## config.mk

```make
export PLATFORM = sky130hd
export DESIGN_NAME = hss_step_div
export DESIGN_NICKNAME = d
export VERILOG_FILES = /design/src/sv/hss_pkg.sv /design/src/sv/hss_step_div.sv
export SDC_FILE = /design/constraint.sdc
export NUM_CORES = 1
export LEC_CHECK = 0
export BUFFER_PORTS_ARGS = -buffer_cell sky130_fd_sc_hd__buf_4
export CAP_MARGIN = 20
export CORE_MARGIN = 10
export CORE_UTILIZATION = 51
export CTS_BUF_LIST = sky130_fd_sc_hd__clkbuf_4 sky130_fd_sc_hd__clkbuf_8
export CTS_CLUSTER_SIZE = 30
export DETAILED_ROUTE_END_ITERATION = 16
export PLACE_DENSITY = 0.74
export SETUP_SLACK_MARGIN = 0.4
export SYNTH_ARGS = -nofsm -noshare
export SYNTH_HDL_FRONTEND = slang
export SYNTH_SLANG_ARGS = --single-unit
```

## constraint.sdc

```tcl
create_clock -name i_clk -period 1.9 [get_ports i_clk]
set_clock_uncertainty 0.1 [all_clocks]
set_input_delay 0.19 -clock i_clk [delete_from_list [all_inputs] [get_ports i_clk]]
set_output_delay 0.19 -clock i_clk [all_outputs]
set_load 0.02 [all_outputs]
```

## src/sv/hss_pkg.sv

```systemverilog
// Shared constants and types of the Hermite segment sampler.
`default_nettype none

package hss_pkg;

    localparam int COORD_W    = 32;
    localparam int N_W        = 6;
    localparam int T_FRAC     = 16;
    localparam int T_W        = T_FRAC + 1;
    localparam int T2_W       = 2 * T_FRAC + 1;
    localparam int T3_W       = 3 * T_FRAC + 1;
    localparam int T3_SPLIT   = 24;
    localparam int A_W        = COORD_W + 3;
    localparam int B_W        = COORD_W + 4;
    localparam int SUM_W      = 86;
    localparam int ROUND_POS  = 3 * T_FRAC;
    localparam int PIPE_DEPTH = 7;
    localparam int DIV_STEPS  = T_W;
    localparam int CNT_W      = 5;

    localparam logic [T_W-1:0] T_ONE       = {1'b1, {T_FRAC{1'b0}}};
    localparam logic [N_W-1:0] STEPS_RESET = 6'd20;
    localparam logic [T_W-1:0] STEP_Q_RESET = T_W'((32'd1 << T_FRAC) / STEPS_RESET);
    localparam logic [N_W-1:0] STEP_R_RESET = N_W'((32'd1 << T_FRAC) % STEPS_RESET);

    localparam logic signed [COORD_W-1:0] COORD_MAX = 32'sh7FFF_FFFF;
    localparam logic signed [COORD_W-1:0] COORD_MIN = 32'sh8000_0000;

    typedef struct packed {
        logic signed [A_W-1:0]     a;
        logic signed [B_W-1:0]     b;
        logic signed [COORD_W-1:0] c;
        logic signed [COORD_W-1:0] d;
    } t_coef;

    typedef struct packed {
        logic [T_W-1:0] u;
        logic           last;
        t_coef          cx;
        t_coef          cy;
    } t_samp;

    typedef struct packed {
        logic           busy;
        logic [T_W-1:0] quo;
        logic [N_W-1:0] rem;
    } t_step;

endpackage

`default_nettype wire

```

## src/sv/hss_step_div.sv

```systemverilog
// Bit-serial divider that finds the parameter increment 2^16 / N after a step count write.
`default_nettype none

module hss_step_div (
    input  logic                    i_clk,
    input  logic                    i_rst_n,
    input  logic                    i_start,
    input  logic [hss_pkg::N_W-1:0] i_divisor,
    output hss_pkg::t_step          o_step
);

    localparam int NW = hss_pkg::N_W;
    localparam int TW = hss_pkg::T_W;
    localparam int CW = hss_pkg::CNT_W;

    logic          r_busy;
    logic [CW-1:0] r_cnt;
    logic [TW-1:0] r_quo;
    logic [NW-1:0] r_rem;
    logic [NW-1:0] r_dvs;

    logic [NW:0]   w_part;
    logic [NW:0]   w_diff;
    logic          w_ge;

    assign w_part = {r_rem, r_quo[TW-1]};
    assign w_ge   = w_part >= {1'b0, r_dvs};
    assign w_diff = w_part - {1'b0, r_dvs};

    always_ff @(posedge i_clk) begin
        if (!i_rst_n) begin
            r_busy <= 1'b0;
            r_quo  <= hss_pkg::STEP_Q_RESET;
            r_rem  <= hss_pkg::STEP_R_RESET;
        end else if (i_start) begin
            r_busy <= 1'b1;
            r_cnt  <= CW'(hss_pkg::DIV_STEPS - 1);
            r_quo  <= hss_pkg::T_ONE;
            r_rem  <= '0;
            r_dvs  <= i_divisor;
        end else if (r_busy) begin
            r_quo <= {r_quo[TW-2:0], w_ge};
            r_rem <= w_ge ? w_diff[NW-1:0] : w_part[NW-1:0];
            r_cnt <= r_cnt - CW'(1);
            if (r_cnt == '0) begin
                r_busy <= 1'b0;
            end
        end
    end

    assign o_step = '{busy: r_busy, quo: r_quo, rem: r_rem};

endmodule

`default_nettype wire

```

## Yosys cells after proc, flatten, opt, wreduce, memory -nomap -nowiden

Cells that the tools add are included.
W data, S select, Z words.

- Bits in writable memories: 0
- ROM bits: 0
- Word-level logic and storage cells: 25
- Latch bits: 0
- Bits of input ports: 9
- Output and inout bits: 24
- Memories: 0
- Register bits: 35

- Reduce and logical (&&, ||, !) cells: 5
- Equality and inequality tests: 0
- Div/mod/pow operators: 0
- Add/sub/neg operators: 2
- Multiplexer cells: 9
- Bitwise operators: 1
- Shift-type cells: 0
- Multiply operators: 0
- Magnitude comparators: 1

Operators with widths:

| kind | number |
|---|---|
| $mux W17 | 2 |
| $mux W5 | 3 |
| $ge A7 B6 Y1 | 1 |
| $mux W6 | 1 |
| $sub A6 B6 Y6 | 1 |
| $logic_not A5 Y1 | 1 |
| $sub A5 B1 Y5 const B | 1 |
| $reduce_and A2 Y1 | 2 |
| $mux W1 | 3 |
| $reduce_bool A2 Y1 | 1 |
| $reduce_or A2 Y1 | 1 |
| $not A1 Y1 | 1 |

## Depth between registers and ports, before layout

- Depth in word-level cells: 4
- Depth in mapped cells: 8

## Worst setup path after synthesis

No wires, ideal clock.

- Path type: register to register
- Start point: register r_rem[3]
- End point: register r_rem[0]
- Period minus slack after synthesis: 2.142 ns
- Data arrival time: 1.946 ns
- Setup time: 0.096 ns
- Path slack: -0.242 ns
- Cell stages (with the launch flop): 8
- Path buffers: 1
- Cell sequence: dfxtp_1 > ha_1 > a21o_1 > a211o_1 > a41o_1 > buf_6 > or3_1 > o311ai_1

- Word-level cells in the longest chain between the ends: 2

Ends and longest elaborated chain:

| item | RTL line | RTL |
|---|---|---|
| from (decl) | hss_step_div.sv:19 | `logic [NW-1:0] r_rem;` |
| from (signal assigned) | hss_step_div.sv:34 | `r_rem <= hss_pkg::STEP_R_RESET;` |
| from (signal assigned) | hss_step_div.sv:43 | `r_rem <= w_ge ? w_diff[NW-1:0] : w_part[NW-1:0];` |
| $ge A7 B6 Y1 | hss_step_div.sv:27 | `assign w_ge = w_part >= {1'b0, r_dvs};` |
| $mux W6 | hss_step_div.sv:43 |  |

Every way passes these cells.
A chain may end at the register's enable or synchronous reset.

## Worst setup path in the final report

- Start point: register r_dvs[4]
- End point: register r_rem[0]

- Word-level cells in the longest chain between the ends: 2

Ends and longest elaborated chain:

| item | RTL line | RTL |
|---|---|---|
| from (decl) | hss_step_div.sv:20 | `logic [NW-1:0] r_dvs;` |
| from (signal assigned) | hss_step_div.sv:40 | `r_dvs <= i_divisor;` |
| $ge A7 B6 Y1 | hss_step_div.sv:27 |  |
| $mux W6 | hss_step_div.sv:43 |  |

Every way passes these cells.

==> qor.yml <==
place_inst: 242
hold_path.class: "input pin to flop"
r2r_slack_ns: -0.11
overflow: 0
clk_pin_slew_ns: 0.11
vias: 1310
hold_viol_final: 0
vdd_ir_drop_max_v: 0.000625
cts_tree: "yes"
slew_viol_final: 0
cp.arrival_ns: 2.18
holdWs_ns: 0.0787
fin_crit_ns: 2.01
pin_count: 33
final_cell_mix: "buf_4, nor2_1, mux2i_1, dfxtp_1, o21ai_0"
ctsRootBufferMaster: "clkbuf_4"
grt_max_degree: 19
startpoint_type: "flop"
syn-cell-area_um2: 1660
worst_ep_required_time_ns: 2.06
period_share_pct: 106
mostFrequentLayoutCell: "buf_4"
status: "finished, violations left"
ant_nets: 0
grt_use_total_pct: 13.2
antenna_found_initial: 0
crit_fanout: 10
dieArea_um2: 5940
die_w_um: 77.1
p_per_area_nw_per_um2: 781
fmax_mhz: 497
ys_ff_latch: 35
nNetsFinal: 231
cp-startpoint: "r_dvs[4]"
clk_latency_ns: 0.35
synth-edff-count: 11
r2r-end: "r_rem[0]"
final_cells: 259
synth.distinct_cells: 35
num_antenna_cells: 0
gp_congestion: 0.780
drtIter0Drc: 55
drtPass1Iterations: 4
cts_sinks: 35
syn-mean-instance-area_um2: 10.2
wl_per_cell_um: 14.8
synth.yosys.seq_area_share_pct: 48.8
r2r_cells: 7
setup_ws_ns: -0.113
die_h_um: 77.1
layout-drive-gt1-share_pct: 33.0
syn_nets: 180
grt_setup_unrepaired: "yes"
violations: "negative setup slack"
slew_headroom_pct: 73.5
grt_pass1_vias: 1416
yosys_warnings: 0
core-area_um2: 3080
drc: 0
maxCapViolations: 0
finalPower_w: 0.00175
cts_max_level: 2
synth_ff_type: "dfxtp_1"
worst_slew_pin_slew_ns: 0.397
start_util_pct: 54.0
syn_inst: 163
vias_per_cell: 5.06
ctsLongestPathBuffers: 2
dp_hpwl_um: 2820
crit_type: "flop to flop"
async_flop_share_pct: 0
cts_buffers: 5
crit_path_end_kind: "flop"
num_rows: 20
dpl_worst_slack_ns: -0.160
setup_viol: 6
drt_wl_total_um: 3820
grt_pass1_wl_um: 6400
r2r-start: "r_dvs[4]"
area_growth_pct: 35.0
p_leak_nw: 0.953
cp-endpoint: "r_rem[0]"
portBuffers: 32
[cell families (layout without fill, tap and decap cells)]
logic type / after synthesis / after routing / synth area share (%)
compound gates: 31 / 31 / 11.2
buf+inv: 21 / 73 / 5.42
flops: 35 / 35 / 48.8
fa+ha+maj: 8 / 8 / 6.48
xor+xnor: 6 / 6 / 3.16
mux: 20 / 20 / 12.1
simple gates: 42 / 42 / 12.8
[through the flow]
step                      setup TNS (ns)  area (um2)  utilization (%)
after floorplan                  -0.0353        1690                -
after global placement            -0.139        2030             66.0
after detailed placement          -0.586        2030             66.0
after CTS                         -0.223        2200             71.6
after global routing              -0.558        2240             72.9
final                             -0.259        2240             72.9
[flip-flops by register name, summed over array words and instances, names as in the netlist]
name and cells:
r_dvs 6, r_quo 17, r_busy 1, r_cnt 5, r_rem 6
[per-layer routing]
metal	GRT usage, %	share of wire [%]	wire length [um]	vias up
met1	13.2	43	1630	612
met2	23.9	51	1940	27
met4	5.47	1.3	50	0
li1	-	-	-	663
met5	0	0	0	-
met3	5.24	5.2	198	8
[power by group]
part           switching, W  internal, W  total [W]
clock              0.000248     0.000293   0.000541
sequential        0.0000324     0.000814   0.000846
combinational      0.000181     0.000184   0.000366
[worst max-delay path, stage by stage, from the launching register on]
cell and delay (ns):
edfxtp_1 0.42, inv_2 0.09, ha_4 0.20, a21o_1 0.18
a211o_1 0.26, a41o_4 0.29, or3_1 0.31, o311ai_1 0.07
[synth_stat cells, drive strengths merged (4+ instances only)]
| cell | count | area [um2] |
|---|---|---|
| xnor2 | 4 | 35.0 |
| buf | 5 | 30.0 |
| inv | 11 | 41.3 |
| mux2i | 19 | 190 |
| nor2 | 20 | 75.1 |
| dfxtp | 24 | 480 |
| clkbuf | 5 | 18.8 |
| ha | 7 | 87.6 |
| a21oi | 7 | 35.0 |
| nand2b | 5 | 31.3 |
| o21ai | 13 | 65.1 |
| edfxtp | 11 | 330 |
| nor2b | 4 | 25.0 |
[worst min path at each step]
| stage | startpoint | end | depth (start not counted) |
|---|---|---|---|
| 4_1_cts | i_start | r_quo[3] | 2 |
| 2_1_floorplan | i_divisor[0] | r_dvs[0] | 0 |
| 6_report | i_start | r_quo[3] | 2 |
| 5_1_grt | i_start | r_quo[7] | 2 |
| 3_3_place_gp | i_divisor[3] | r_dvs[3] | 1 |
| 3_5_place_dp | i_divisor[0] | r_dvs[0] | 1 |
[layout make-up]
cell class,count,area (um2)
Multi-Input combinational cell,107,815
Tap cell,44,55.1
Fill cell,245,835
Clock buffer,6,45.0
Clock inverter,2,36.3
Sequential cell,35,825
Timing Repair Buffer,54,427
Inverter,11,41.3
[what timing repair did]
action                                 in CTS  in global routing
setup buffers                               0                  2
gates resized for setup                     4                  9
setup endpoints to repair                   9                  9
pin swaps                                   0                  1
hold buffers                                7                  0
endpoints found under the hold margin       8                  0
(Power assumes the default switching activity.)
