<file path="config.mk">
export PLATFORM = sky130hd
export DESIGN_NAME = hss_seq_flat
export DESIGN_NICKNAME = d
export VERILOG_FILES = /design/src/sv/hss_pkg.sv /design/src/sv/hss_ifs.sv /design/src/sv/hss_seq.sv /design/src/flat_wrapper.sv
export SDC_FILE = /design/constraint.sdc
export NUM_CORES = 1
export LEC_CHECK = 0
export ABC_AREA = 1
export ABC_CLOCK_PERIOD_IN_PS = 9800
export BUFFER_PORTS_ARGS = -buffer_cell sky130_fd_sc_hd__buf_4
export CAP_MARGIN = 0
export CORE_UTILIZATION = 30
export DETAILED_ROUTE_END_ITERATION = 16
export PLACE_DENSITY = 0.46
export SLEW_MARGIN = 20
export SYNTH_ARGS = -nofsm -noshare
export SYNTH_HDL_FRONTEND = slang
export SYNTH_SLANG_ARGS = --single-unit
</file>
<file path="constraint.sdc">
create_clock -name i_clk -period 9.8 [get_ports i_clk]
set_clock_uncertainty 0.15 [all_clocks]
set_input_delay 0.49 -clock i_clk [delete_from_list [all_inputs] [get_ports i_clk]]
set_output_delay 0.49 -clock i_clk [all_outputs]
set_load 0.01 [all_outputs]
</file>
<file path="src/sv/hss_pkg.sv">
// Shared constants and types of the Hermite segment sampler.
`default_nettype none

package hss_pkg;

    localparam int COORD_W    = 32;
    localparam int N_W        = 6;
    localparam int T_FRAC     = 16;
    localparam int T_W        = T_FRAC + 1;
    localparam int T2_W       = 2 * T_FRAC + 1;
    localparam int T3_W       = 3 * T_FRAC + 1;
    localparam int T3_SPLIT   = 24;
    localparam int A_W        = COORD_W + 3;
    localparam int B_W        = COORD_W + 4;
    localparam int SUM_W      = 86;
    localparam int ROUND_POS  = 3 * T_FRAC;
    localparam int PIPE_DEPTH = 7;
    localparam int DIV_STEPS  = T_W;
    localparam int CNT_W      = 5;

    localparam logic [T_W-1:0] T_ONE       = {1'b1, {T_FRAC{1'b0}}};
    localparam logic [N_W-1:0] STEPS_RESET = 6'd20;
    localparam logic [T_W-1:0] STEP_Q_RESET = T_W'((32'd1 << T_FRAC) / STEPS_RESET);
    localparam logic [N_W-1:0] STEP_R_RESET = N_W'((32'd1 << T_FRAC) % STEPS_RESET);

    localparam logic signed [COORD_W-1:0] COORD_MAX = 32'sh7FFF_FFFF;
    localparam logic signed [COORD_W-1:0] COORD_MIN = 32'sh8000_0000;

    typedef struct packed {
        logic signed [A_W-1:0]     a;
        logic signed [B_W-1:0]     b;
        logic signed [COORD_W-1:0] c;
        logic signed [COORD_W-1:0] d;
    } t_coef;

    typedef struct packed {
        logic [T_W-1:0] u;
        logic           last;
        t_coef          cx;
        t_coef          cy;
    } t_samp;

    typedef struct packed {
        logic           busy;
        logic [T_W-1:0] quo;
        logic [N_W-1:0] rem;
    } t_step;

endpackage

`default_nettype wire

</file>
<file path="src/sv/hss_ifs.sv">
// Handshake interfaces for the segment, sample and configuration channels.
`default_nettype none

interface hss_seg_if;
    logic                                 valid;
    logic                                 ready;
    logic signed [hss_pkg::COORD_W-1:0]   start_x;
    logic signed [hss_pkg::COORD_W-1:0]   start_y;
    logic signed [hss_pkg::COORD_W-1:0]   start_slope_x;
    logic signed [hss_pkg::COORD_W-1:0]   start_slope_y;
    logic signed [hss_pkg::COORD_W-1:0]   end_x;
    logic signed [hss_pkg::COORD_W-1:0]   end_y;
    logic signed [hss_pkg::COORD_W-1:0]   end_slope_x;
    logic signed [hss_pkg::COORD_W-1:0]   end_slope_y;

    modport source (
        output valid, start_x, start_y, start_slope_x, start_slope_y,
               end_x, end_y, end_slope_x, end_slope_y,
        input  ready
    );
    modport sink (
        input  valid, start_x, start_y, start_slope_x, start_slope_y,
               end_x, end_y, end_slope_x, end_slope_y,
        output ready
    );
endinterface


`default_nettype wire

</file>
<file path="src/sv/hss_seq.sv">
// Segment sequencer: polynomial coefficients and the sample parameter for each point.
`default_nettype none

module hss_seq (
    input  logic                    i_clk,
    input  logic                    i_rst_n,
    input  logic [hss_pkg::N_W-1:0] i_steps,
    input  hss_pkg::t_step          i_step,
    input  logic                    i_en,
    hss_seg_if.sink                 i_seg,
    output logic                    o_vld,
    output hss_pkg::t_samp          o_samp
);

    localparam int NW = hss_pkg::N_W;
    localparam int TW = hss_pkg::T_W;
    localparam int AW = hss_pkg::A_W;
    localparam int BW = hss_pkg::B_W;
    localparam int RW = NW + 1;

    function automatic hss_pkg::t_coef coef_of(
        input logic signed [hss_pkg::COORD_W-1:0] p0,
        input logic signed [hss_pkg::COORD_W-1:0] d0,
        input logic signed [hss_pkg::COORD_W-1:0] p1,
        input logic signed [hss_pkg::COORD_W-1:0] d1
    );
        hss_pkg::t_coef    res;
        logic signed [BW-1:0] dp;
        logic signed [BW-1:0] ad;
        dp    = BW'(p1) - BW'(p0);
        ad    = BW'(d0) + BW'(d1) - (dp <<< 1);
        res.a = AW'(ad);
        res.b = (dp <<< 1) + dp - (BW'(d0) <<< 1) - BW'(d1);
        res.c = d0;
        res.d = p0;
        return res;
    endfunction

    logic           r_active;
    hss_pkg::t_coef r_cx;
    hss_pkg::t_coef r_cy;
    logic [NW-1:0]  r_n;
    logic [NW-1:0]  r_i;
    logic [TW-1:0]  r_q;
    logic [TW-1:0]  r_qstep;
    logic [NW-1:0]  r_rstep;
    logic [RW-1:0]  r_rem;

    logic           w_last;
    logic           w_take;
    logic [RW:0]    w_rsum;
    logic [RW:0]    w_two_n;
    logic           w_wrap;

    assign w_last  = r_i == r_n;
    assign w_rsum  = {1'b0, r_rem} + {1'b0, r_rstep, 1'b0};
    assign w_two_n = {1'b0, r_n, 1'b0};
    assign w_wrap  = w_rsum >= w_two_n;

    assign i_seg.ready = !i_step.busy && (!r_active || (i_en && w_last));
    assign w_take      = i_seg.valid && i_seg.ready;

    always_ff @(posedge i_clk) begin
        if (!i_rst_n) begin
            r_active <= 1'b0;
        end else if (w_take) begin
            r_active <= 1'b1;
        end else if (i_en && w_last) begin
            r_active <= 1'b0;
        end
    end

    always_ff @(posedge i_clk) begin
        if (w_take) begin
            r_cx    <= coef_of(i_seg.start_x, i_seg.start_slope_x,
                               i_seg.end_x, i_seg.end_slope_x);
            r_cy    <= coef_of(i_seg.start_y, i_seg.start_slope_y,
                               i_seg.end_y, i_seg.end_slope_y);
            r_n     <= i_steps;
            r_qstep <= i_step.quo;
            r_rstep <= i_step.rem;
            r_q     <= '0;
            r_rem   <= {1'b0, i_steps};
            r_i     <= '0;
        end else if (r_active && i_en && !w_last) begin
            r_i   <= r_i + NW'(1);
            r_q   <= r_q + r_qstep + {{(TW-1){1'b0}}, w_wrap};
            r_rem <= w_wrap ? RW'(w_rsum - w_two_n) : RW'(w_rsum);
        end
    end

    assign o_vld  = r_active;
    assign o_samp = '{u: r_q, last: w_last, cx: r_cx, cy: r_cy};

endmodule

`default_nettype wire

</file>
<file path="src/flat_wrapper.sv">
// flat-port wrapper written by rule: the top's interface ports become plain ports
module hss_seq_flat 
  (i_clk, i_rst_n, i_steps, i_step, i_en, o_vld, o_samp, i_seg_valid, i_seg_start_x, i_seg_start_y, i_seg_start_slope_x, i_seg_start_slope_y, i_seg_end_x, i_seg_end_y, i_seg_end_slope_x, i_seg_end_slope_y, i_seg_ready);
  hss_seg_if i_seg_i ();
  input  logic i_clk;
  input  logic i_rst_n;
  input  logic [hss_pkg::N_W-1:0] i_steps;
  input  hss_pkg::t_step i_step;
  input  logic i_en;
  output logic o_vld;
  output hss_pkg::t_samp o_samp;
  input wire logic [$bits(i_seg_i.valid)-1:0] i_seg_valid;
  input wire logic [$bits(i_seg_i.start_x)-1:0] i_seg_start_x;
  input wire logic [$bits(i_seg_i.start_y)-1:0] i_seg_start_y;
  input wire logic [$bits(i_seg_i.start_slope_x)-1:0] i_seg_start_slope_x;
  input wire logic [$bits(i_seg_i.start_slope_y)-1:0] i_seg_start_slope_y;
  input wire logic [$bits(i_seg_i.end_x)-1:0] i_seg_end_x;
  input wire logic [$bits(i_seg_i.end_y)-1:0] i_seg_end_y;
  input wire logic [$bits(i_seg_i.end_slope_x)-1:0] i_seg_end_slope_x;
  input wire logic [$bits(i_seg_i.end_slope_y)-1:0] i_seg_end_slope_y;
  output wire logic [$bits(i_seg_i.ready)-1:0] i_seg_ready;
  assign i_seg_i.valid = i_seg_valid;
  assign i_seg_i.start_x = i_seg_start_x;
  assign i_seg_i.start_y = i_seg_start_y;
  assign i_seg_i.start_slope_x = i_seg_start_slope_x;
  assign i_seg_i.start_slope_y = i_seg_start_slope_y;
  assign i_seg_i.end_x = i_seg_end_x;
  assign i_seg_i.end_y = i_seg_end_y;
  assign i_seg_i.end_slope_x = i_seg_end_slope_x;
  assign i_seg_i.end_slope_y = i_seg_end_slope_y;
  assign i_seg_ready = i_seg_i.ready;
  hss_seq u_core (.i_clk(i_clk), .i_rst_n(i_rst_n), .i_steps(i_steps), .i_step(i_step), .i_en(i_en), .i_seg(i_seg_i), .o_vld(o_vld), .o_samp(o_samp));
endmodule
</file>
Word-level counts from Yosys, hierarchy flattened
Cells that the tools add are included.
{"block": "totals", "reg_bits": 330, "in_bits": 290, "out_inout_bits": 290}
{"block": "classes", "n_addsub": 17, "order_cmp": 1, "n_eq_ne": 1, "n_mux": 5, "n_reduce_logical": 11}
{"op": "36-bit by 32-bit subtractor with 36-bit output", "count": 2}
{"op": "36-bit by 33-bit subtractor with 36-bit output", "count": 2}
{"op": "34-bit by 33-bit adder with 35-bit output", "count": 2}
{"op": "33-bit by 34-bit subtractor with 35-bit output", "count": 2}
{"op": "32-bit by 32-bit adder with 33-bit output", "count": 2}
{"op": "32-bit by 32-bit subtractor with 33-bit output", "count": 2}
{"op": "17-bit by 1-bit adder with 17-bit output", "count": 1}
{"op": "17-bit adder", "count": 1}
{"op": "6-bit 2-to-1 mux", "count": 2}
{"op": "7-bit by 7-bit adder with 8-bit output", "count": 1}
{"op": "8-bit by 7-bit greater-or-equal comparator with 1-bit output", "count": 1}
{"op": "7-bit 2-to-1 mux", "count": 1}
{"op": "7-bit subtractor", "count": 1}
{"op": "6-bit by 1-bit adder with 6-bit output, second input constant", "count": 1}
{"op": "6-bit equality test", "count": 1}
{"op": "1-bit logical AND", "count": 5}
{"op": "2-bit nonzero test", "count": 2}
{"op": "1-bit zero test", "count": 3}
{"op": "1-bit 2-to-1 mux", "count": 2}
{"op": "1-bit logical OR", "count": 1}

Depth between registers and ports, before layout
Gate-level depths: netlist of run 1.
{"block": "logic_depth", "word_depth": 6, "ltp_mapped": 40, "depth_no_buf": 40}

Least setup slack after synthesis of run 1
No wires, ideal clock.
{"block": "synth_timing", "path_kind": "register -> register", "from": "register u_core.r_n[2]", "to": "register u_core.r_rem[1] (data pin)", "setup_time_ns": 0.529, "arrival_ns": 7.731, "required_ns": 9.121, "path_slack_ns": 1.390, "stages_incl_launch_ff": 12, "n_path_buf": 0, "path_cell_list": "edfxtp_1 > xor2_1 > nor3_1 > inv_1 > nor3_2 > nand2_1 > nand2_1 > inv_1 > nor2_1 > nand2_1 > inv_1 > o21ai_0"}
{"block": "synth_via", "elab_chain_cells": 6, "word_cells_on_any_way": 9}
{"item": "start, declared", "line": "hss_seq.sv:42", "source": "logic [NW-1:0] r_n;"}
{"item": "start signal, assigned", "line": "hss_seq.sv:79", "source": "r_n <= i_steps;"}
{"item": "6-bit equality test", "line": "hss_seq.sv:55", "source": "assign w_last = r_i == r_n;"}
{"item": "net u_core.w_last", "line": "hss_seq.sv:49", "source": "logic w_last;"}
{"item": "1-bit logical AND", "line": "hss_seq.sv:60", "source": "assign i_seg.ready = !i_step.busy && (!r_active || (i_en && w_last));"}
{"item": "1-bit logical OR", "line": "hss_seq.sv:60"}
{"item": "1-bit logical AND", "line": "hss_seq.sv:60"}
{"item": "net i_seg_ready", "line": "flat_wrapper.sv:21", "source": "output wire logic [$bits(i_seg_i.ready)-1:0] i_seg_ready;"}
{"item": "1-bit logical AND", "line": "hss_seq.sv:61", "source": "assign w_take = i_seg.valid && i_seg.ready;"}
{"item": "net u_core.w_take", "line": "hss_seq.sv:50", "source": "logic w_take;"}
{"item": "6-bit 2-to-1 mux", "line": "hss_seq.sv:74", "source": "if (w_take) begin"}
{"item": "end signal, assigned", "line": "hss_seq.sv:83", "source": "r_rem <= {1'b0, i_steps};"}
{"item": "end signal, assigned", "line": "hss_seq.sv:88", "source": "r_rem <= w_wrap ? RW'(w_rsum - w_two_n) : RW'(w_rsum);"}
{"item": "end, declared", "line": "hss_seq.sv:47", "source": "logic [RW-1:0] r_rem;"}
The timed path passes the listed nets, and every way through them passes these cells. The select of a mux whose other input is x is not followed.
A chain may end at the register's enable or synchronous reset.

Worst setup path after layout of run 1
{"block": "layout_timing", "from": "input i_seg_start_x[4]", "to": "register u_core.r_cx, in the netlist u_core.o_samp[234] (data pin)"}
{"block": "layout_via", "elab_chain_cells": 4}
{"item": "start, declared", "line": "flat_wrapper.sv:13", "source": "input wire logic [$bits(i_seg_i.start_x)-1:0] i_seg_start_x;"}
{"item": "32-bit by 32-bit subtractor with 33-bit output", "line": "hss_seq.sv:30", "source": "dp = BW'(p1) - BW'(p0);"}
{"item": "34-bit by 33-bit adder with 35-bit output", "line": "hss_seq.sv:33", "source": "res.b = (dp <<< 1) + dp - (BW'(d0) <<< 1) - BW'(d1);"}
{"item": "36-bit by 33-bit subtractor with 36-bit output", "line": "hss_seq.sv:33"}
{"item": "36-bit by 32-bit subtractor with 36-bit output", "line": "hss_seq.sv:33"}
{"item": "end signal, assigned", "line": "hss_seq.sv:75", "source": "r_cx <= coef_of(i_seg.start_x, i_seg.start_slope_x,"}
{"item": "end, declared", "line": "hss_seq.sv:40", "source": "hss_pkg::t_coef r_cx;"}
No other way between the ends.

==> results of run 1 <==
registers in the layout, indices dropped and copies added (netlist names):
name            cells
u_core.o_samp     270
u_core.o_vld        1
u_core.r_i          6
u_core.r_n          6
u_core.r_q         17
u_core.r_qstep     17
u_core.r_rem        7
u_core.r_rstep      6
metal layers:
metal	vias up	GRT usage	share of wire
li1	13500	-	-
met1	12600	0.260	0.43
met2	662	0.370	0.48
met3	117	0.0385	0.052
met4	6	0.0675	0.030
met5	-	0	0.00036
layout make-up:
class / instances / area (µm²)
multi-input combinational: 2621 / 17800
clock buffer: 52 / 1130
antenna: 1 / 2.50
inverter: 651 / 2450
tap: 1287 / 1610
fill: 10200 / 59600
clock inverter: 28 / 273
timing repair buffer: 742 / 5980
sequential: 330 / 9660
cell usage after synthesis (all sizes together):
cell / number / area, µm²
clkbuf: 3 / 11.3
o311ai: 1 / 8.76
a211oi: 2 / 15.0
o2111ai: 8 / 70.1
o31ai: 5 / 42.5
or3: 1 / 6.26
buf: 2 / 12.5
a22oi: 8 / 60.1
nand3b: 9 / 96.3
xor2: 168 / 1470
o221a: 1 / 11.3
o211ai: 9 / 67.6
o221ai: 2 / 17.5
nor4b: 1 / 8.76
nor4: 6 / 43.8
a32oi: 2 / 17.5
nand2: 838 / 3290
nor3: 29 / 150
fa: 126 / 2520
a31oi: 37 / 231
a41o: 1 / 10.0
nor2: 219 / 880
inv: 651 / 2440
and2: 6 / 37.5
a221oi: 2 / 17.5
o21ai: 144 / 736
o31a: 1 / 8.76
a21o: 25 / 188
xnor2: 85 / 744
o21a: 9 / 67.6
ha: 306 / 3830
o21bai: 28 / 221
or2: 4 / 25.0
a31o: 5 / 43.8
edfxtp: 305 / 9160
a21oi: 312 / 1580
nand3: 154 / 856
a21boi: 13 / 97.6
nand4: 54 / 338
dfxtp: 25 / 500
how the worst max path moves through the flow:
| stage | from | to | slack [ns] |
|---|---|---|---|
| 2_1_floorplan | u_core.r_n[2]$_DFFE_PP_ | u_core.r_rem[1]$_DFFE_PP_ | 1.39 |
| 3_3_place_gp | i_seg_end_x[4] | u_core.o_samp[234]$_DFFE_PP_ | 2.22 |
| 3_5_place_dp | i_seg_end_x[4] | u_core.o_samp[234]$_DFFE_PP_ | 2.31 |
| 4_1_cts | i_seg_start_x[4] | u_core.o_samp[234]$_DFFE_PP_ | 2.41 |
| 5_1_grt | i_seg_start_x[3] | u_core.o_samp[234]$_DFFE_PP_ | 2.07 |
| 6_report | i_seg_start_x[4] | u_core.o_samp[234]$_DFFE_PP_ | 2.36 |
cells by family after synthesis:
logic type | after synthesis | synth area share
adders and majority gates | 432 | 0.212
and+or+nand+nor | 1321 | 0.191
xor gates and xnor gates | 253 | 0.0740
buffers and inverters | 656 | 0.0824
DFF | 330 | 0.323
AOI/OAI and AO/OA | 615 | 0.117
critical path: cells and delay by family:
kind	cells	cell delay, ns
buffers and inverters	6	0.97
AND/OR/NAND/NOR	17	3.41
AO/OA/AOI/OAI	4	0.80
adder cells (fa/ha/maj)	4	1.57
XOR/XNOR	2	0.36
power groups by stage:
stage                     Sequential [mW]  Combinational (mW)  Clock (mW)
after floorplan                      2.46                4.97           0
final                                2.32                7.66        1.62
after CTS                            2.33                7.70        1.68
after global placement               2.35                7.66           0
after detailed placement             2.35                7.61           0
after global routing                 2.35                8.53        1.72
stage by stage:
stage | cells | util | hold WS, ns | power, mW | setup slack [ns]
floorplan | 3607 | - | 0.285 | 7.43 | 1.39
global placement | 5471 | 0.364 | 0.308 | 10.0 | 2.22
detailed placement | 5471 | 0.364 | 0.312 | 9.96 | 2.31
CTS | 5711 | 0.395 | 0.107 | 11.7 | 2.41
global route | 5711 | 0.395 | 0.167 | 12.6 | 2.07
finish | 5712 | 0.395 | 0.167 | 11.6 | 2.36
timing repair:
action	CTS	global route
hold buffers	160	0
setup buffers	0	0
endpoints found under the hold margin	161	0
==> impl_results.md, run 1 <==
- Most frequent standard cell in the layout excluding fill and tap cells: nand2_1
- Clock root buffer: clkbuf_16
- Post-layout minimum cycle time: about 7.4 ns
- Path category of the worst min-delay check: input pin to flop
- TritonRoute pass-1 iters: 5
- Switching power total: 5.61 mW
- Die X-Extent: 318 µm
- Remaining design rule violation count: 0
- Effective utilization at floorplan: 0.304
- Max clock buf depth: 3
- Total clock buffers created by CTS: 43
- DPL Wire Length: 92600 µm
- Final Hold Viols: 0
- First-pass GRT wire length: 163000 µm
- Slowest-stage cell, CP: dlygate4sd3_1
- Endpoint with the worst hold slack: u_core.o_vld$_SDFFE_PN0P_
- Layout-stage area growth over the synthesis result: 30.0%
- Final critical-path share of the clock period: 0.759
- Max Fclk: 134 MHz
- Post-synthesis instance area: 29900 µm²
- CTS H-tree lvls: 2
- Commonest non-fill, non-tap cells in the layout: 787 x nand2_1, 647 x inv_1, 581 x buf_4
- Later-pin clock latency in the skew report: just over 0.6 ns
- Transition time of the tightest slew-check pin: 1.07 ns
- Number of synthesized register bits: 330
- Clock network power share: 0.140
- Ratio of routed vias to standard cells: 4.72
- Combined global-route utilization of all metal layers: 0.211
- Antenna violations before repair: 4
- Yosys warns: 0
- Final weighted congestion in routability-driven placement: 0.913
- Global route overflow: 0
- Reg power frac: 0.200
- Synthesized Nets: 4329
- Number of failing setup endpoints in the final timing report: 0
- Routed Wire Length: 109000 µm
- Area after detailed placement: 35900 µm²
- Switching Fraction: 0.484
- Total count of max-transition violations in the final report: 0
- Type of the worst setup path: input pin to flop
- Dominant cell type by count on the critical path: nand2_1
- Net count of the finished layout: just over 5000
- TritonCTS clock tree: done
- Count of standard-cell rows: around 120
- 1st-iter DRT viols: 1311
- Power share of the combinational group: 0.660
- Worst r2r src: u_core.r_rem[1]$_DFFE_PP_
- Port Buf Inserts: 579
- Maximum number of pins on one net before global-route repair: 155
- Post-Syn Instances: 3607
- Unrepaired setup endpoints after global routing: false
- Worst slew margin relative to its limit: 0.278
- Internal cell power: about 6 mW
- Share of the yosys chip area belonging to registers: 0.323
- Die Y-Extent: 318 µm
- Critical path data required time: 10.00 ns
- Number of cells upsized or downsized after cts: 0
- Pwr Density: 298 nW/µm²
- Finished layout cell area: between 30000 and 40000 µm²
- Number of clock sinks: 330
- CP peak stage delay: approximately 0.52 ns
- Average cell area after synthesis: roughly 8.3 µm²
- Worst hold start: i_en
- Count of vias placed by the detailed router: around 27000
- Sum of negative setup slack: 0 ns
- Worst Setup End Kind: flop
- Count of cell types in the netlist: a little under 60
- Top-level port count: 580
- CTS clk-pin slew, worst paths: 0.06 ns
- Count of max-cap constraint violations: 0
- Startpoint Class: input pin
- Worst Hold Path Cells: 6
- Setup slack of the most critical reg-to-reg path: roughly 4.6 ns
- CP arrival: 7.65 ns
- Routed wire length per instance: 19.1 µm
- Capture point of the worst reg-to-reg path: u_core.r_q[16]$_SDFFE_PP0P_
- Reported leakage power: 19.0 nW
- Floorplan core area: 98600 µm²
- Run status: finished clean
- Final antenna-violating net count: 0
- VDD IR max: 0.122 mV
- Layout cells sized above 1: 0.173
- Die Footprint: 101000 µm²
- Vias in the first global route: 27800
- Worst Reg-to-Reg Cells: 24
- Largest fanout on the critical path: 5
Note: power is estimated with default switching activity, not from simulation.
==> run 2: changes to the inputs <==
ABC_CLOCK_PERIOD_IN_PS = 6170   (was 9800)
PLACE_DENSITY = 0.47   (was 0.46)
clock period = 6.17 ns   (was 9.8 ns; I/O delays follow)
==> run 2 against run 1 <==
Critical path depth is 1 higher. Utilization up 3.1 points. Register-to-register slack got worse by 3.5 ns. Via count rose by 3.6%. Flip-flop and latch count unchanged.
==> impl_results.md, run 2 (synthesized netlist as in run 1, its figures left out) <==
- Run status: finished clean
- Switching power total: 9.57 mW
- Met3 capacity usage during global routing: 0.0386
- TritonCTS clock tree: done
- Routed wire length per instance: 18.0 µm
- Stages on worst setup path: 34
- Layout-stage area growth over the synthesis result: 40.3%
- Top-level port count: 580
- Type of the worst setup path: input pin to flop
- Total count of max-transition violations in the final report: 0
- Total clock buffers created by CTS: 43
- Dominant cell type by count on the critical path: nand2_1
- End-of-flow core utilization: 0.426
- Reported leakage power: ~21 nW
- Final critical-path share of the clock period: 0.957
- Worst Setup End Kind: flop
- Final antenna-violating net count: 0
- Post-CTS Repair Setup Buffers: 0
- Vias in the first global route: 29400
- Family with the most delay on the worst path: simple AND/OR/NAND/NOR gates
- Global route overflow: 0
- Post-layout minimum cycle time: 5.91 ns
- Layout cells sized above 1: 0.248
- Instance count after placement with tap cells included: 5837
- Combined global-route utilization of all metal layers: 0.213
- Floorplan core area: slightly below 100000 µm²
- Critical path data required time: 6.38 ns
- Count of standard-cell rows: between 100 and 150
- Net count of the finished layout: between 5000 and 6000
- Most frequent standard cell in the layout excluding fill and tap cells: buf_4
- Final-layout fill cell count: 10100
- Reg power frac: 0.173
- Max clock buf depth: 3
- Area used by multi-input combinational logic: between 15000 and 20000 µm²
- Clock root buffer: clkbuf_16
- Startpoint Class: input pin
- Later-pin clock latency in the skew report: 0.61 ns
- Post-layout total power: between 20 and 25 mW
- GRT Max-Usage Layer: met2
- Worst slew margin relative to its limit: 0.524
- Flip-flop count of the largest register after layout: between 200 and 300
- CTS clk-pin slew, worst paths: 0.06 ns
- Sequential cell area in the final layout: 9660 µm²
- Port Buf Inserts: 579
- First-pass GRT wire length: 165000 µm
- Power share of the combinational group: 0.713
- Final weighted congestion in routability-driven placement: 0.932
- Effective utilization at floorplan: 0.304
- Die Footprint: roughly 100000 µm²
- Ratio of routed vias to standard cells: 4.60
- Switching Fraction: 0.452
- Met2 demand-to-capacity share in global routing: 0.374
- Transition time of the tightest slew-check pin: 0.712 ns
- Unrepaired setup endpoints after global routing: true
- Post-layout instance count excluding filler cells: 6078
- CP peak stage delay: 0.52 ns
- Count of vias placed by the detailed router: 28000
- Final Hold Viols: 0
- Remaining design rule violation count: 0
- CP arrival: just over 6 ns
- Count of max-cap constraint violations: 0
- 1st-iter DRT viols: roughly 1200
- Pwr Density: about 500 nW/µm²
- Commonest non-fill, non-tap cells in the layout: 945 x buf_4, 783 x nand2_1, 647 x inv_1
- Worst Reg-to-Reg Cells: 24
- Maximum number of pins on one net before global-route repair: 109
- Number of clock sinks: between 300 and 400
- Number of buffer and inverter stages on the critical path: 5
- Area after detailed placement: 38700 µm²
- DPL Wire Length: 93800 µm
- Slowest-stage cell, CP: dlygate4sd3_1
- Die X-Extent: about 320 µm
- Path category of the worst min-delay check: input pin to flop
- Finished layout cell area: 42000 µm²
- Internal cell power: 11.6 mW
- Number of failing setup endpoints in the final timing report: 0
- Clock network power share: 0.115
- CTS H-tree lvls: 2
- Worst Hold Path Cells: 4
- VDD IR max: 0.211 mV
- Largest fanout on the critical path: 4
- Die Y-Extent: about 320 µm
- Max Fclk: 169 MHz
- TritonRoute pass-1 iters: 8
- Met1 demand-to-capacity share in global routing: 0.263
- Antenna violations before repair: 7
- Routed Wire Length: roughly 110000 µm
==> run 2: changes by cell type in the layout (fill, tap and decap cells not counted), moves of 8 or more <==
cell / before / now
xor2_1: 168 / 160
a21oi_2: 6 / 16
xor2_2: 0 / 8
ha_1: 306 / 297
buf_4: 581 / 945
a21oi_1: 306 / 295
==> run 2: worst paths after layout <==
kind                                                      to  slack [ns]                         from
worst min register to register   u_core.r_q[16]$_SDFFE_PP0P_        0.32  u_core.r_q[16]$_SDFFE_PP0P_
worst max register to register   u_core.r_q[16]$_SDFFE_PP0P_        1.05    u_core.r_rem[1]$_DFFE_PP_
worst min-delay path             u_core.o_samp[64]$_DFFE_PP_         0.1             i_seg_start_y[0]
worst max-delay path            u_core.o_samp[233]$_DFFE_PP_        0.26             i_seg_start_x[3]
==> run 2: timing repair <==
item | 4_1_cts | 5_1_grt
endpoints found under the hold margin | 168 | 0
gates resized for setup | 0 | 75
setup endpoints to repair | 0 | 21
hold buffers | 161 | 0
==> run 2: cell type report <==
class / instances / share of cell area
clock buffer: 55 / 0.0272
multi-input combinational: 2621 / 0.433
tap: 1287 / 0.0383
antenna: 3 / 0.000179
timing repair buffer: 1109 / 0.209
clock inverter: 22 / 0.00435
inverter: 651 / 0.0583
sequential: 330 / 0.230
==> run 2: power groups by stage <==
stage	registers (mW)	clock network [mW]	logic, mW
detailed placement	3.71	0	14.8
CTS	3.67	2.52	15.0
finish	3.66	2.43	15.1
global placement	3.70	0	14.8
global route	3.70	2.58	16.7
floorplan	3.90	0	7.90
==> run 2: worst reg2reg max path, delay by kind of cell (launching register included) <==
family                     cells  cell delay [ns]
xor gates and xnor gates       1             0.24
AOI/OAI and AO/OA             10             1.45
adders and majority gates      5             1.89
and+or+nand+nor                8             0.90
DFF                            1             0.36
==> run 2: per-layer routing <==
metal | routed length, µm | vias up
met1 | 47800 | 13000
li1 | - | 14300
met2 | 52600 | 586
met5 | 46 | -
met3 | 5510 | 126
met4 | 3110 | 8
==> run 2: stage by stage <==
step	hold slack [ns]	setup WS (ns)	TNS, ns
6_report	0.0999	0.265	0
3_5_place_dp	0.316	-0.413	-2.54
3_3_place_gp	0.304	-0.353	-1.99
5_1_grt	0.106	-0.0323	-0.0323
2_1_floorplan	0.257	0.0283	0
4_1_cts	0.0547	0.0183	0
